==> src/rtl/krtc_pkg.sv <==
// Shared types, codes and widths for the keyed record table completion core.
`timescale 1ns / 1ps

package krtc_pkg;

	localparam int RECORDS_DEF   = 8;
	localparam int SLOTS_DEF     = 5;
	localparam int FRAME_MAX_DEF = 512;

	localparam int OP_W       = 2;
	localparam int KEY_W      = 48;
	localparam int SLOT_NUM_W = 3;
	localparam int LEN_W      = 16;
	localparam int TAG_W      = 8;
	localparam int STATUS_W   = 2;
	localparam int COUNT_W    = 7;

	typedef enum logic [OP_W-1:0] {
		OP_SIDE     = 2'd0,
		OP_NUMBERED = 2'd1,
		OP_ACK      = 2'd2,
		OP_NOP      = 2'd3
	} op_t;

	typedef enum logic [STATUS_W-1:0] {
		ST_DONE      = 2'd0,
		ST_NOT_FOUND = 2'd1,
		ST_BAD_SLOT  = 2'd2,
		ST_FULL      = 2'd3
	} status_t;

	localparam logic [SLOT_NUM_W-1:0] SLOT_SIDE  = 3'd0;
	localparam logic [SLOT_NUM_W-1:0] SLOT_FIRST = 3'd1;
	localparam logic [SLOT_NUM_W-1:0] SLOT_LAST  = 3'd4;
	localparam int SLOT_PAIR_A = 2;
	localparam int SLOT_PAIR_B = 3;

	localparam logic [TAG_W-1:0] TAG_FIRST = 8'd1;

	typedef struct packed {
		logic load;
		logic match;
		logic apply;
	} krtc_cmd_t;

	typedef struct packed {
		logic out_busy;
	} krtc_stat_t;

endpackage

==> src/rtl/krtc_ctrl.sv <==
// Controller state machine: sequences capture, match and apply of one beat.
`timescale 1ns / 1ps

module krtc_ctrl
	import krtc_pkg::*;
(
	input  logic       clk,
	input  logic       arst_n,
	input  logic       in_valid,
	output logic       in_ready,
	output krtc_cmd_t  cmd,
	input  krtc_stat_t stat
);

	typedef enum logic [2:0] {
		S_IDLE  = 3'b001,
		S_MATCH = 3'b010,
		S_APPLY = 3'b100
	} state_t;

	state_t state_q, state_d;

	always_comb begin
		in_ready = (state_q == S_IDLE);
		cmd      = '0;
		state_d  = state_q;
		case (state_q)
			S_IDLE: begin
				if (in_valid) begin
					cmd.load = 1'b1;
					state_d  = S_MATCH;
				end
			end
			S_MATCH: begin
				cmd.match = 1'b1;
				state_d   = S_APPLY;
			end
			S_APPLY: begin
				// The table is only touched when the result register can take the beat.
				if (!stat.out_busy) begin
					cmd.apply = 1'b1;
					state_d   = S_IDLE;
				end
			end
			default: begin
				state_d = S_IDLE;
			end
		endcase
	end

	always_ff @(posedge clk or negedge arst_n) begin
		if (!arst_n) begin
			state_q <= S_IDLE;
		end else begin
			state_q <= state_d;
		end
	end

endmodule

==> src/rtl/krtc_dpath.sv <==
// Datapath: record table, parallel key and id match, update logic and result register.
`timescale 1ns / 1ps

module krtc_dpath
	import krtc_pkg::*;
#(
	parameter int RECORDS   = RECORDS_DEF,
	parameter int SLOTS     = SLOTS_DEF,
	parameter int FRAME_MAX = FRAME_MAX_DEF
) (
	input  logic                  clk,
	input  logic                  arst_n,
	input  krtc_cmd_t             cmd,
	output krtc_stat_t            stat,
	input  logic [OP_W-1:0]       operation,
	input  logic [KEY_W-1:0]      key,
	input  logic [SLOT_NUM_W-1:0] slot_number,
	input  logic [LEN_W-1:0]      item_length,
	input  logic [TAG_W-1:0]      ack_id,
	output logic                  out_valid,
	input  logic                  out_ready,
	output logic [STATUS_W-1:0]   status,
	output logic                  just_completed,
	output logic [TAG_W-1:0]      record_id,
	output logic [COUNT_W-1:0]    complete_count,
	output logic                  any_pending
);

	localparam int IDX_W = (RECORDS > 1) ? $clog2(RECORDS) : 1;
	localparam int CNT_W = $clog2(RECORDS + 1);

	// Table state
	logic [RECORDS-1:0] valid_q;
	logic [RECORDS-1:0] complete_q;
	logic [TAG_W-1:0]   tag_q  [RECORDS];
	logic [KEY_W-1:0]   key_q  [RECORDS];
	logic [SLOTS-1:0]   fill_q [RECORDS];
	logic [TAG_W-1:0]   next_tag_q;
	logic [CNT_W-1:0]   cnt_q;

	// Captured beat
	op_t                   op_q;
	logic [KEY_W-1:0]      in_key_q;
	logic [SLOT_NUM_W-1:0] slot_q;
	logic [LEN_W-1:0]      len_q;
	logic [TAG_W-1:0]      ack_q;

	// Match vectors
	logic [RECORDS-1:0] hit_d, tag_hit_d;
	logic [RECORDS-1:0] hit_q, tag_hit_q, free_q, evict_q;

	// Result register
	logic                out_valid_q;
	logic [STATUS_W-1:0] status_q;
	logic                fresh_q;
	logic [TAG_W-1:0]    id_q;
	logic [COUNT_W-1:0]  count_q;
	logic                pending_q;

	// Apply logic
	status_t               st_d;
	logic                  wr_en, claim, clear, make_complete, len_ok, slot_ok;
	logic [IDX_W-1:0]      wr_idx;
	logic [SLOTS-1:0]      row_old, row_new;
	logic                  comp_old;
	logic [SLOT_NUM_W-1:0] slot_sel;
	logic [TAG_W-1:0]      tag_inc;
	logic [CNT_W-1:0]      cnt_d;

	function automatic logic [IDX_W-1:0] first_set(input logic [RECORDS-1:0] v);
		logic [IDX_W-1:0] idx;
		idx = '0;
		for (int i = RECORDS - 1; i >= 0; i--) begin
			if (v[i]) begin
				idx = IDX_W'(i);
			end
		end
		return idx;
	endfunction

	assign stat.out_busy = out_valid_q && !out_ready;

	always_comb begin
		for (int i = 0; i < RECORDS; i++) begin
			hit_d[i]     = valid_q[i] && (key_q[i] == in_key_q);
			tag_hit_d[i] = valid_q[i] && complete_q[i] && (tag_q[i] == ack_q);
		end
	end

	always_comb begin
		len_ok  = (len_q != '0) && (len_q <= LEN_W'(FRAME_MAX));
		slot_ok = (slot_q >= SLOT_FIRST) && (slot_q <= SLOT_LAST);
		st_d    = ST_DONE;
		wr_en   = 1'b0;
		claim   = 1'b0;
		clear   = 1'b0;
		wr_idx  = first_set(hit_q);
		case (op_q)
			OP_SIDE: begin
				if (|hit_q) begin
					wr_en = 1'b1;
				end else begin
					st_d = ST_NOT_FOUND;
				end
			end
			OP_NUMBERED: begin
				if (!slot_ok) begin
					st_d = ST_BAD_SLOT;
				end else if (|hit_q) begin
					wr_en = 1'b1;
				end else if (|free_q) begin
					wr_en  = 1'b1;
					claim  = 1'b1;
					wr_idx = first_set(free_q);
				end else if (|evict_q) begin
					// Full table: reuse the lowest-numbered record that is still incomplete.
					wr_en  = 1'b1;
					claim  = 1'b1;
					wr_idx = first_set(evict_q);
				end else begin
					st_d = ST_FULL;
				end
			end
			OP_ACK: begin
				if (|tag_hit_q) begin
					clear  = 1'b1;
					wr_idx = first_set(tag_hit_q);
				end else begin
					st_d = ST_NOT_FOUND;
				end
			end
			default: begin
			end
		endcase

		slot_sel = (op_q == OP_SIDE) ? SLOT_SIDE : slot_q;
		row_old  = claim ? '0 : fill_q[wr_idx];
		row_new  = row_old | (len_ok ? (SLOTS'(1) << slot_sel) : '0);
		comp_old = claim ? 1'b0 : complete_q[wr_idx];
		make_complete = wr_en && (op_q == OP_NUMBERED) && row_new[SLOT_PAIR_A]
			&& row_new[SLOT_PAIR_B] && !comp_old;

		tag_inc = next_tag_q + TAG_W'(1);
		if (tag_inc == '0) begin
			tag_inc = TAG_FIRST;
		end

		cnt_d = cnt_q + CNT_W'(make_complete) - CNT_W'(clear);
	end

	always_ff @(posedge clk or negedge arst_n) begin
		if (!arst_n) begin
			valid_q     <= '0;
			complete_q  <= '0;
			next_tag_q  <= TAG_FIRST;
			cnt_q       <= '0;
			out_valid_q <= 1'b0;
		end else begin
			if (cmd.apply) begin
				out_valid_q <= 1'b1;
				cnt_q       <= cnt_d;
				if (wr_en) begin
					valid_q[wr_idx] <= 1'b1;
					// A claimed record starts incomplete unless this beat completes it.
					if (claim || make_complete) begin
						complete_q[wr_idx] <= make_complete;
					end
				end
				if (clear) begin
					valid_q[wr_idx]    <= 1'b0;
					complete_q[wr_idx] <= 1'b0;
				end
				if (make_complete) begin
					next_tag_q <= tag_inc;
				end
			end else if (out_ready) begin
				out_valid_q <= 1'b0;
			end
		end
	end

	always_ff @(posedge clk) begin
		if (cmd.load) begin
			op_q     <= op_t'(operation);
			in_key_q <= key;
			slot_q   <= slot_number;
			len_q    <= item_length;
			ack_q    <= ack_id;
		end
		if (cmd.match) begin
			hit_q     <= hit_d;
			tag_hit_q <= tag_hit_d;
			free_q    <= ~valid_q;
			evict_q   <= ~complete_q;
		end
		if (cmd.apply) begin
			if (wr_en) begin
				fill_q[wr_idx] <= row_new;
			end
			if (claim) begin
				key_q[wr_idx] <= in_key_q;
			end
			if (make_complete) begin
				tag_q[wr_idx] <= next_tag_q;
			end
			if (clear) begin
				fill_q[wr_idx] <= '0;
			end
			status_q  <= st_d;
			fresh_q   <= make_complete;
			id_q      <= make_complete ? next_tag_q : '0;
			count_q   <= COUNT_W'(cnt_d);
			pending_q <= (cnt_d != '0);
		end
	end

	assign out_valid      = out_valid_q;
	assign status         = status_q;
	assign just_completed = fresh_q;
	assign record_id      = id_q;
	assign complete_count = count_q;
	assign any_pending    = pending_q;

endmodule

==> src/rtl/keyed_record_table_completion_core.sv <==
// Timing: a result beat is registered after its input beat passes capture at acceptance,
// then match, then apply; apply waits while the previous result is not taken.
// Flow: a new beat is not accepted until the previous one has passed capture, match and
// apply; the next beat is taken while a finished result waits in the output register.
// Reset: arst_n clears all records, the complete count and the control state, and sets the
// id counter to one; it takes effect at once with no clearing pass.
`timescale 1ns / 1ps

module keyed_record_table_completion_core
	import krtc_pkg::*;
#(
	parameter int RECORDS   = RECORDS_DEF,
	parameter int SLOTS     = SLOTS_DEF,
	parameter int FRAME_MAX = FRAME_MAX_DEF
) (
	input  logic                  clk,
	input  logic                  arst_n,
	input  logic                  in_valid,
	output logic                  in_ready,
	input  logic [OP_W-1:0]       operation,
	input  logic [KEY_W-1:0]      key,
	input  logic [SLOT_NUM_W-1:0] slot_number,
	input  logic [LEN_W-1:0]      item_length,
	input  logic [TAG_W-1:0]      ack_id,
	output logic                  out_valid,
	input  logic                  out_ready,
	output logic [STATUS_W-1:0]   status,
	output logic                  just_completed,
	output logic [TAG_W-1:0]      record_id,
	output logic [COUNT_W-1:0]    complete_count,
	output logic                  any_pending
);

	krtc_cmd_t  cmd;
	krtc_stat_t stat;

	krtc_ctrl u_ctrl (
		.clk      (clk),
		.arst_n   (arst_n),
		.in_valid (in_valid),
		.in_ready (in_ready),
		.cmd      (cmd),
		.stat     (stat)
	);

	krtc_dpath #(
		.RECORDS   (RECORDS),
		.SLOTS     (SLOTS),
		.FRAME_MAX (FRAME_MAX)
	) u_dpath (
		.clk            (clk),
		.arst_n         (arst_n),
		.cmd            (cmd),
		.stat           (stat),
		.operation      (operation),
		.key            (key),
		.slot_number    (slot_number),
		.item_length    (item_length),
		.ack_id         (ack_id),
		.out_valid      (out_valid),
		.out_ready      (out_ready),
		.status         (status),
		.just_completed (just_completed),
		.record_id      (record_id),
		.complete_count (complete_count),
		.any_pending    (any_pending)
	);

`ifndef SYNTHESIS
	a_id_nonzero: assert property (@(posedge clk) disable iff (!arst_n)
		out_valid && just_completed |-> record_id != '0 && status == ST_DONE)
		else $error("completion beat without a usable record id");

	a_pending_matches_count: assert property (@(posedge clk) disable iff (!arst_n)
		out_valid |-> any_pending == (complete_count != '0))
		else $error("any_pending disagrees with complete_count");

	a_count_bounded: assert property (@(posedge clk) disable iff (!arst_n)
		out_valid |-> complete_count <= COUNT_W'(RECORDS))
		else $error("complete_count exceeds the number of records");

	a_id_zero_when_idle: assert property (@(posedge clk) disable iff (!arst_n)
		out_valid && !just_completed |-> record_id == '0)
		else $error("record_id set on a beat that completed nothing");
`endif

endmodule
==> config.mk <==
export PLATFORM = sky130hd
export DESIGN_NAME = keyed_record_table_completion_core
export DESIGN_NICKNAME = d
export VERILOG_FILES = /design/src/rtl/krtc_pkg.sv /design/src/rtl/krtc_ctrl.sv /design/src/rtl/krtc_dpath.sv /design/src/rtl/keyed_record_table_completion_core.sv
export SDC_FILE = /design/constraint.sdc
export NUM_CORES = 1
export LEC_CHECK = 0
export BUFFER_PORTS_ARGS = -buffer_cell sky130_fd_sc_hd__buf_4
export CAP_MARGIN = 20
export CORE_MARGIN = 4
export CORE_UTILIZATION = 60
export DETAILED_ROUTE_END_ITERATION = 12
export HOLD_SLACK_MARGIN = 0.06
export PLACE_DENSITY = 0.78
export SLEW_MARGIN = 40
export SYNTH_ARGS = -nofsm -noshare
export SYNTH_HDL_FRONTEND = slang
export SYNTH_SLANG_ARGS = --single-unit
==> constraint.sdc <==
create_clock -name clk -period 8.8 [get_ports clk]
set_clock_uncertainty 0.05 [all_clocks]
set_input_delay 1.76 -clock clk [delete_from_list [all_inputs] [get_ports clk]]
set_output_delay 1.76 -clock clk [all_outputs]
set_load 0.1 [all_outputs]
## Yosys cells after proc, flatten, opt, wreduce, memory -nomap -nowiden

Memories as Yosys holds them, arrays and structs flattened.
Index checks and enable logic that the tools add are counted.
W data, S select, Z words.

| operators by class | value |
|---|---|
| $add $sub $neg | 3 |
| $mul | 0 |
| div/mod/pow operators | 0 |
| order comparisons | 5 |
| eq/ne operators | 23 |
| shift-type cells | 1 |
| muxes and demuxes | 96 |
| bitwise logic cells | 8 |
| reduce and logical (&&, ||, !) cells | 46 |

Operators with widths:

| kind | number |
|---|---|
| $eq A48 B48 Y1 | 8 |
| $mux W3 | 40 |
| $eq A8 B8 Y1 | 8 |
| $mux W8 | 8 |
| $mux W1 | 34 |
| $logic_and A1 B1 Y1 | 32 |
| $reduce_or A8 Y1 | 4 |
| $not A8 Y8 | 3 |
| $and A8 B8 Y8 | 2 |
| $le A16 B10 Y1 const B | 1 |
| $reduce_bool A16 Y1 | 1 |
| $mux W5 | 3 |
| $pmux W3 S3 | 1 |
| $add A8 B1 Y8 const B | 1 |
| $bwmux W8 | 1 |
| $logic_not A8 Y1 | 1 |
| $mux W2 | 4 |
| $or A8 B8 Y8 | 1 |
| $ge A3 B1 Y1 const B | 2 |
| $pmux W2 S3 | 1 |
| $pmux W3 S2 | 1 |
| $or A5 B5 Y5 | 1 |
| $shl A1 B3 Y5 const A | 1 |
| $add A4 B1 Y4 | 1 |
| other kinds (19) | 22 |

| word-level totals | value |
|---|---|
| register bits after elaboration | 157 |
| bits in latches | 0 |
| RAM bits | 488 |
| ROM bits | 0 |
| input port bits | 81 |
| output and inout bits | 21 |
| word-level logic and storage cells | 205 |
| memories kept | 3 |

Memory list:

| name | words | bits a word | rd ports | clocked after Yosys merged registers in | wr ports | RTL line | text |
|---|---|---|---|---|---|---|---|
| u_dpath.key_q | 8 | 48 | 8 | 0 | 1 | krtc_dpath.sv:36 | `logic [KEY_W-1:0] key_q [RECORDS];` |
| u_dpath.tag_q | 8 | 8 | 8 | 0 | 1 | krtc_dpath.sv:35 | `logic [TAG_W-1:0] tag_q [RECORDS];` |
| u_dpath.fill_q | 8 | 5 | 1 | 0 | 1 | krtc_dpath.sv:37 | `logic [SLOTS-1:0] fill_q [RECORDS];` |

## Depth between registers and ports, before layout

An unclocked memory read counts as a cell.

| depth | value |
|---|---|
| depth after elaboration | 25 |
| gate-level depth with buffers | 21 |
| gate-level depth less buffers | 18 |

## Cells and area by module

Synthesis repeated with hierarchy kept, for this count alone.

| second synthesis, totals | value |
|---|---|
| cell total of the unflattened synthesis | 1651 |
| area total of the unflattened synthesis | 25803.5 µm² |

Modules (own cells, without submodules):

| module | times used | cells each | area an instance (µm²) | sequential area each (µm²) |
|---|---|---|---|---|
| krtc_dpath | 1 | 1639 | 25639.6 | 18413.9 |
| krtc_ctrl | 1 | 12 | 163.9 | 76.3 |

## Worst setup path before layout

OpenSTA, ideal clock, no wires.

| timing path | value |
|---|---|
| path kind | in2reg |
| from | in out_ready |
| to | mem u_dpath.key_q[7][0] (enable) |
| setup time | 0.454 ns |
| data arrival time | 5.415 ns |
| data required time | 8.296 ns |
| path slack | 2.881 ns |
| stages on the path | 7 |
| buffers on the path | 2 |
| path through | nor2b_1 > or2_2 > clkbuf_1 > inv_1 > clkbuf_1 > nand2_1 > nor2_1 |

RTL lines:

| element | RTL line | text |
|---|---|---|
| start, declared | keyed_record_table_completion_core.sv:26 | `input logic out_ready,` |
| end, declared | krtc_dpath.sv:36 |  |

## Final worst setup path

| timing path | value |
|---|---|
| from | reg u_dpath.op_q[1] |
| to | reg u_dpath.pending_q (netlist: u_dpath.any_pending), data pin |

| between the ends | value |
|---|---|
| longest elaborated chain between the ends | 11 |
| elaborated cells on any way between the ends | 24 |
| those cells by class | add/sub: 2; eq/ne: 2; shift: 1; mux: 10; bitwise: 1; reduce/logical: 7; memory: 1 |

RTL lines:

| element | RTL line | text |
|---|---|---|
| start, declared | krtc_dpath.sv:42 | `op_t op_q;` |
| start signal, assigned | krtc_dpath.sv:184 | `op_q <= op_t'(operation);` |
| $eq A2 B2 Y1, or another cell as far along | krtc_dpath.sv:98 | `case (op_q)` |
| $pmux W3 S2 / $mux W3 (equally long branches) | krtc_dpath.sv:98, krtc_dpath.sv:136 |  |
| $mem_v2 Z8 W5 / $shl A1 B3 Y5 (equally long branches) | -- |  |
| $mux W5, on equally long branches | krtc_dpath.sv:137, krtc_dpath.sv:138 |  |
| $or A5 B5 Y5 | krtc_dpath.sv:138 | `row_new = row_old \| (len_ok ? (SLOTS'(1) << slot_sel) : '0);` |
| $logic_and A1 B1 Y1 | krtc_dpath.sv:140 | `make_complete = wr_en && (op_q == OP_NUMBERED) && row_new[SLOT_PAIR_A]` |
| $logic_and A1 B1 Y1 | krtc_dpath.sv:141 | `&& row_new[SLOT_PAIR_B] && !comp_old;` |
| $logic_and A1 B1 Y1 (*) | krtc_dpath.sv:141 |  |
| via u_dpath.make_complete | krtc_dpath.sv:62 | `logic wr_en, claim, clear, make_complete, len_ok, slot_ok;` |
| $add A4 B1 Y4 (*) | krtc_dpath.sv:148 | `cnt_d = cnt_q + CNT_W'(make_complete) - CNT_W'(clear);` |
| $sub A4 B1 Y4 (*) | krtc_dpath.sv:148 |  |
| via u_dpath.cnt_d[1] | krtc_dpath.sv:68 | `logic [CNT_W-1:0] cnt_d;` |
| $reduce_bool A4 Y1 (*) | krtc_dpath.sv:213 | `pending_q <= (cnt_d != '0);` |
| end signal, assigned | krtc_dpath.sv:213 |  |
| end, declared | krtc_dpath.sv:58 | `logic pending_q;` |

The timed path passes the listed nets; every way through them passes the cells marked *. The select of a mux whose other input is x is not followed.
A chain may end at the register's enable or synchronous reset.

==> Flow_metrics.wiki <==
{| class="wikitable"
! Metric !! Value
|-
| Synth top area share || 68.33%
|-
| Initial core utilization || about three fifths
|-
| Max capacitance violation total || 0
|-
| Library cell occupying the most area in the post-synthesis netlist || edfxtp_1
|-
| Critical path buffer and inverter count || 5
|-
| Mean cell area of the mapped netlist || between 15 and 20 sq um
|-
| Synth Instances || between 1500 and 2000
|-
| Number of iterations in the first detailed-routing pass || 6
|-
| WS Path Type || reg -> reg
|-
| Number of antenna violations at the first check in global routing || 1
|-
| Number of enable flip-flop cells after synthesis || a little under 600
|-
| Worst setup margin || ~3500 ps
|-
| I/O Buffers || 98
|-
| Setup TNS Final || 0 ps
|-
| Fraction of the yosys area taken by sequential cells || 71.44%
|-
| Max stage delay on crit path || between 600 and 700 ps
|-
| Share of flip-flops with an asynchronous set or reset || roughly 5.2%
|-
| Hold WS || between 400 and 500 ps
|-
| Fin. Hold Viols || 0
|-
| Xor and xnor fraction of the mapped netlist area || approximately 14%
|-
| Total die area || approximately 47000 sq um
|-
| Final Routed Wirelength || just over 60 mm
|-
| Global routing usage summed across all routing layers || approximately a quarter
|-
| GP Congestion || between 0.8 and 0.9
|-
| Fraction of final layout cells sized beyond drive strength 1 || 16.09%
|-
| Share of the synthesized area in compound gates (AO/OA/AOI/OAI) || under 10%
|-
| Worst vdd ir || ~220 uV
|-
| Residual antenna-violating net count after detailed routing || 0
|-
| Post-detailed-route via-to-cell ratio || 6.035
|-
| Flop and latch count out of synthesis || between 600 and 700
|-
| Width of the die || between 200 and 250 um
|-
| Drc violations || 0
|-
| Crit-path leading delay family || simple AND/OR/NAND/NOR gates
|-
| Pin count of the biggest net entering global routing || 79
|-
| Synth unique cells || 73
|-
| Clk_lat worst skew || approximately 630 ps
|-
| Layout overhead on the synthesized area || 14.92%
|-
| Synthesis Warnings || 0
|-
| Critical path data arrival time || 5600 ps
|-
| Cell at the root of the clock tree || clkbuf_16
|-
| Top-Level Pins || 102
|-
| Post-route minimum period || about 5300 ps
|-
| Cell types occupying the most area after synthesis || edfxtp_1 68%, xor2_1 9.4%, xnor2_1 4.7%
|-
| Post-Syn Area || ~26000 sq um
|-
| Clock-pin slew on the worst setup and hold paths || ~60 ps
|-
| 1st-iter DRT viols || 1455
|-
| Wire length of the first global-routing pass || ~90 mm
|-
| Endpoint type of the worst setup path || register
|-
| Main synth FF type || edfxtp_1
|-
| Most instantiated library cell after synthesis || edfxtp_1
|-
| Leakage power figure || between 10 and 15 nW
|-
| Worst-margin pin slew || a little over 800 ps
|-
| Via total after detailed routing || between 10000 and 15000
|-
| Worst slack at placement || 3547 ps
|-
| Largest driver fanout on the critical path || 24
|-
| Die Ht || approximately 220 um
|-
| Class of the most critical hold timing path || reg -> reg
|-
| P per Cell Area || approximately 250 nW/um^2
|-
| Worst setup SP type || register
|-
| Most used standard cells in the synthesized netlist || 589 x edfxtp_1, 279 x xor2_1, 138 x xnor2_1
|-
| Sink count of the clock tree || approximately 620
|-
| Cell area after layout || 29750 sq um
|-
| Outcome || completed
|-
| Proportion of synthesized area in mux cells || less than 1%
|-
| Post-synthesis adder-cell area fraction || 0.5607%
|-
| Post-CTS setup repair buffer count || 0
|-
| Standard cell core area || between 40000 and 50000 sq um
|-
| Final setup fails || 0
|-
| Placement-stage cell area || 27710 sq um
|-
| Max H-tree Level || 2
|-
| Total area of multi-input combinational cells || ~6900 sq um
|-
| Crit path top cell by count || inv_1
|-
| Maximum buffer depth of the clock tree || 3
|-
| Post-CTS resize count || 0
|-
| Maximum clock frequency || between 150 and 200 MHz
|-
| Simple logic cell fraction of the synthesized area || just under 7%
|-
| Number of cell rows || 75
|-
| Wire length per cell || 24.80 um
|-
| Cell type of the slowest stage on the worst timing path || nor3_1
|-
| Critical Path, Cell by Cell || inv_1 -> ha_1 -> inv_1 -> nor3_1 -> and3_4 -> a2bb2oi_2 -> o221ai_2 -> o211ai_1 -> a211oi_2 -> a21oi_2 -> or2_2 -> inv_1 -> ha_1 -> inv_1 -> fa_1 -> inv_1 -> or4_1
|-
| Overflow after GRT || 0
|-
| Total half-perimeter wirelength after legalization and detailed placement || between 30 and 40 mm
|-
| Headroom to the max-slew limit || 46.19%
|-
| Number of buffers created by CTS || 59
|-
| Endpoint required time on the critical path || about 9000 ps
|-
| Sequential cell area || between 15000 and 20000 sq um
|-
| Final period utilization || approximately 60%
|-
| CTS tree || done
|-
| Number of buffers inserted by hold repair at cts || 0
|-
| Number of fill cells in the layout || roughly 2700
|-
| Via count of the first global-routing pass || ~15000
|-
| Unrepaired setup endpoints after global routing || false
|-
| Antenna Diode Count || 0
|-
| Net count, final || approximately 1900
|-
| Main combinational cell family by area after synthesis || XOR/XNOR gates
|-
| Count of pins over their slew limit || 0
|}
worst paths after layout:
check                                                   from                                end  slack, ps  cells past startpoint
worst max-delay path               u_dpath.op_q[1]$_DFFE_PP_      u_dpath.any_pending$_DFFE_PP_       3520                     17
worst min register to register  u_dpath.cnt_q[3]$_DFFE_PN0P_       u_dpath.cnt_q[3]$_DFFE_PN0P_        460                      2
worst max register to register     u_dpath.op_q[1]$_DFFE_PP_      u_dpath.any_pending$_DFFE_PP_       3520                     17
max in group asynchronous                             arst_n  u_dpath.next_tag_q[0]$_DFFE_PN1N_       7330                      1
min in group asynchronous                             arst_n  u_dpath.complete_q[6]$_DFFE_PN0P_       1020                      1
worst min-delay path            u_dpath.cnt_q[3]$_DFFE_PN0P_       u_dpath.cnt_q[3]$_DFFE_PN0P_        460                      2
where the power goes:
part           switching [W]  internal (W)
logic               0.000861      0.000397
clock network        0.00107       0.00156
registers           0.000129       0.00350
state kept, by name (all words and copies together) (netlist names):
name / count
u_ctrl.state_q: 3
u_dpath.ack_q: 8
u_dpath.any_pending: 1
u_dpath.cnt_q: 4
u_dpath.complete_count: 4
u_dpath.complete_q: 8
u_dpath.evict_q: 8
u_dpath.fill_q: 16
u_dpath.free_q: 8
u_dpath.hit_q: 8
u_dpath.in_key_q: 48
u_dpath.just_completed: 1
u_dpath.key_q: 384
u_dpath.len_q: 16
u_dpath.next_tag_q: 8
u_dpath.op_q: 2
u_dpath.out_valid: 1
u_dpath.record_id: 8
u_dpath.slot_q: 3
u_dpath.status: 2
u_dpath.tag_hit_q: 8
u_dpath.tag_q: 64
u_dpath.valid_q: 8
tightest hold or removal path: cells and delay by family (launching register included):
kind	cells	cell delay [ps]
simple gates	2	110
flops	1	370
layout by cell type, fill, tap and decap left out, types with 32 or more instances in the layout:
| cell type | instances |
|---|---|
| a21oi_1 | 32 |
| buf_4 | 156 |
| clkbuf_16 | 59 |
| edfxtp_1 | 589 |
| inv_1 | 83 |
| nand4_1 | 48 |
| nor2_1 | 47 |
| nor4_1 | 92 |
| xnor2_1 | 138 |
| xor2_1 | 279 |
area by class of cell:
| type | count | area share [%] |
|---|---|---|
| multi-input cells | 901 | 23.29 |
| clock buffers | 76 | 5.279 |
| inverters | 83 | 1.047 |
| flip-flops and latches | 621 | 62.16 |
| well taps | 577 | 2.427 |
| repair buffers | 161 | 4.219 |
| clock inverters | 35 | 1.582 |
routing by layer:
layer / wire length (um) / up-vias / global-route usage (%)
met5: 13 / - / 0
met4: 2462 / 2 / 10.82
met3: 4717 / 158 / 4.219
met2: 30510 / 672 / 44.50
met1: 23160 / 7461 / 33.20
li1: - / 6516 / -
through the flow:
step	cells	util [%]	total power [W]
global placement	2339	65.12	0.004880
floorplan	1676	-	0.004437
global route	2454	70.29	0.007783
CTS	2454	70.29	0.007544
finish	2454	70.29	0.007515
detailed placement	2343	65.46	0.004933
logic make-up after synthesis:
group                      count (synthesis)
other                                      1
DFF                                      621
buffers and inverters                    154
and+or+nand+nor                          315
xor gates and xnor gates                 417
adders and majority gates                 11
muxes                                     10
AOI/OAI and AO/OA                        145
Power figures use the tool's default switching activity.
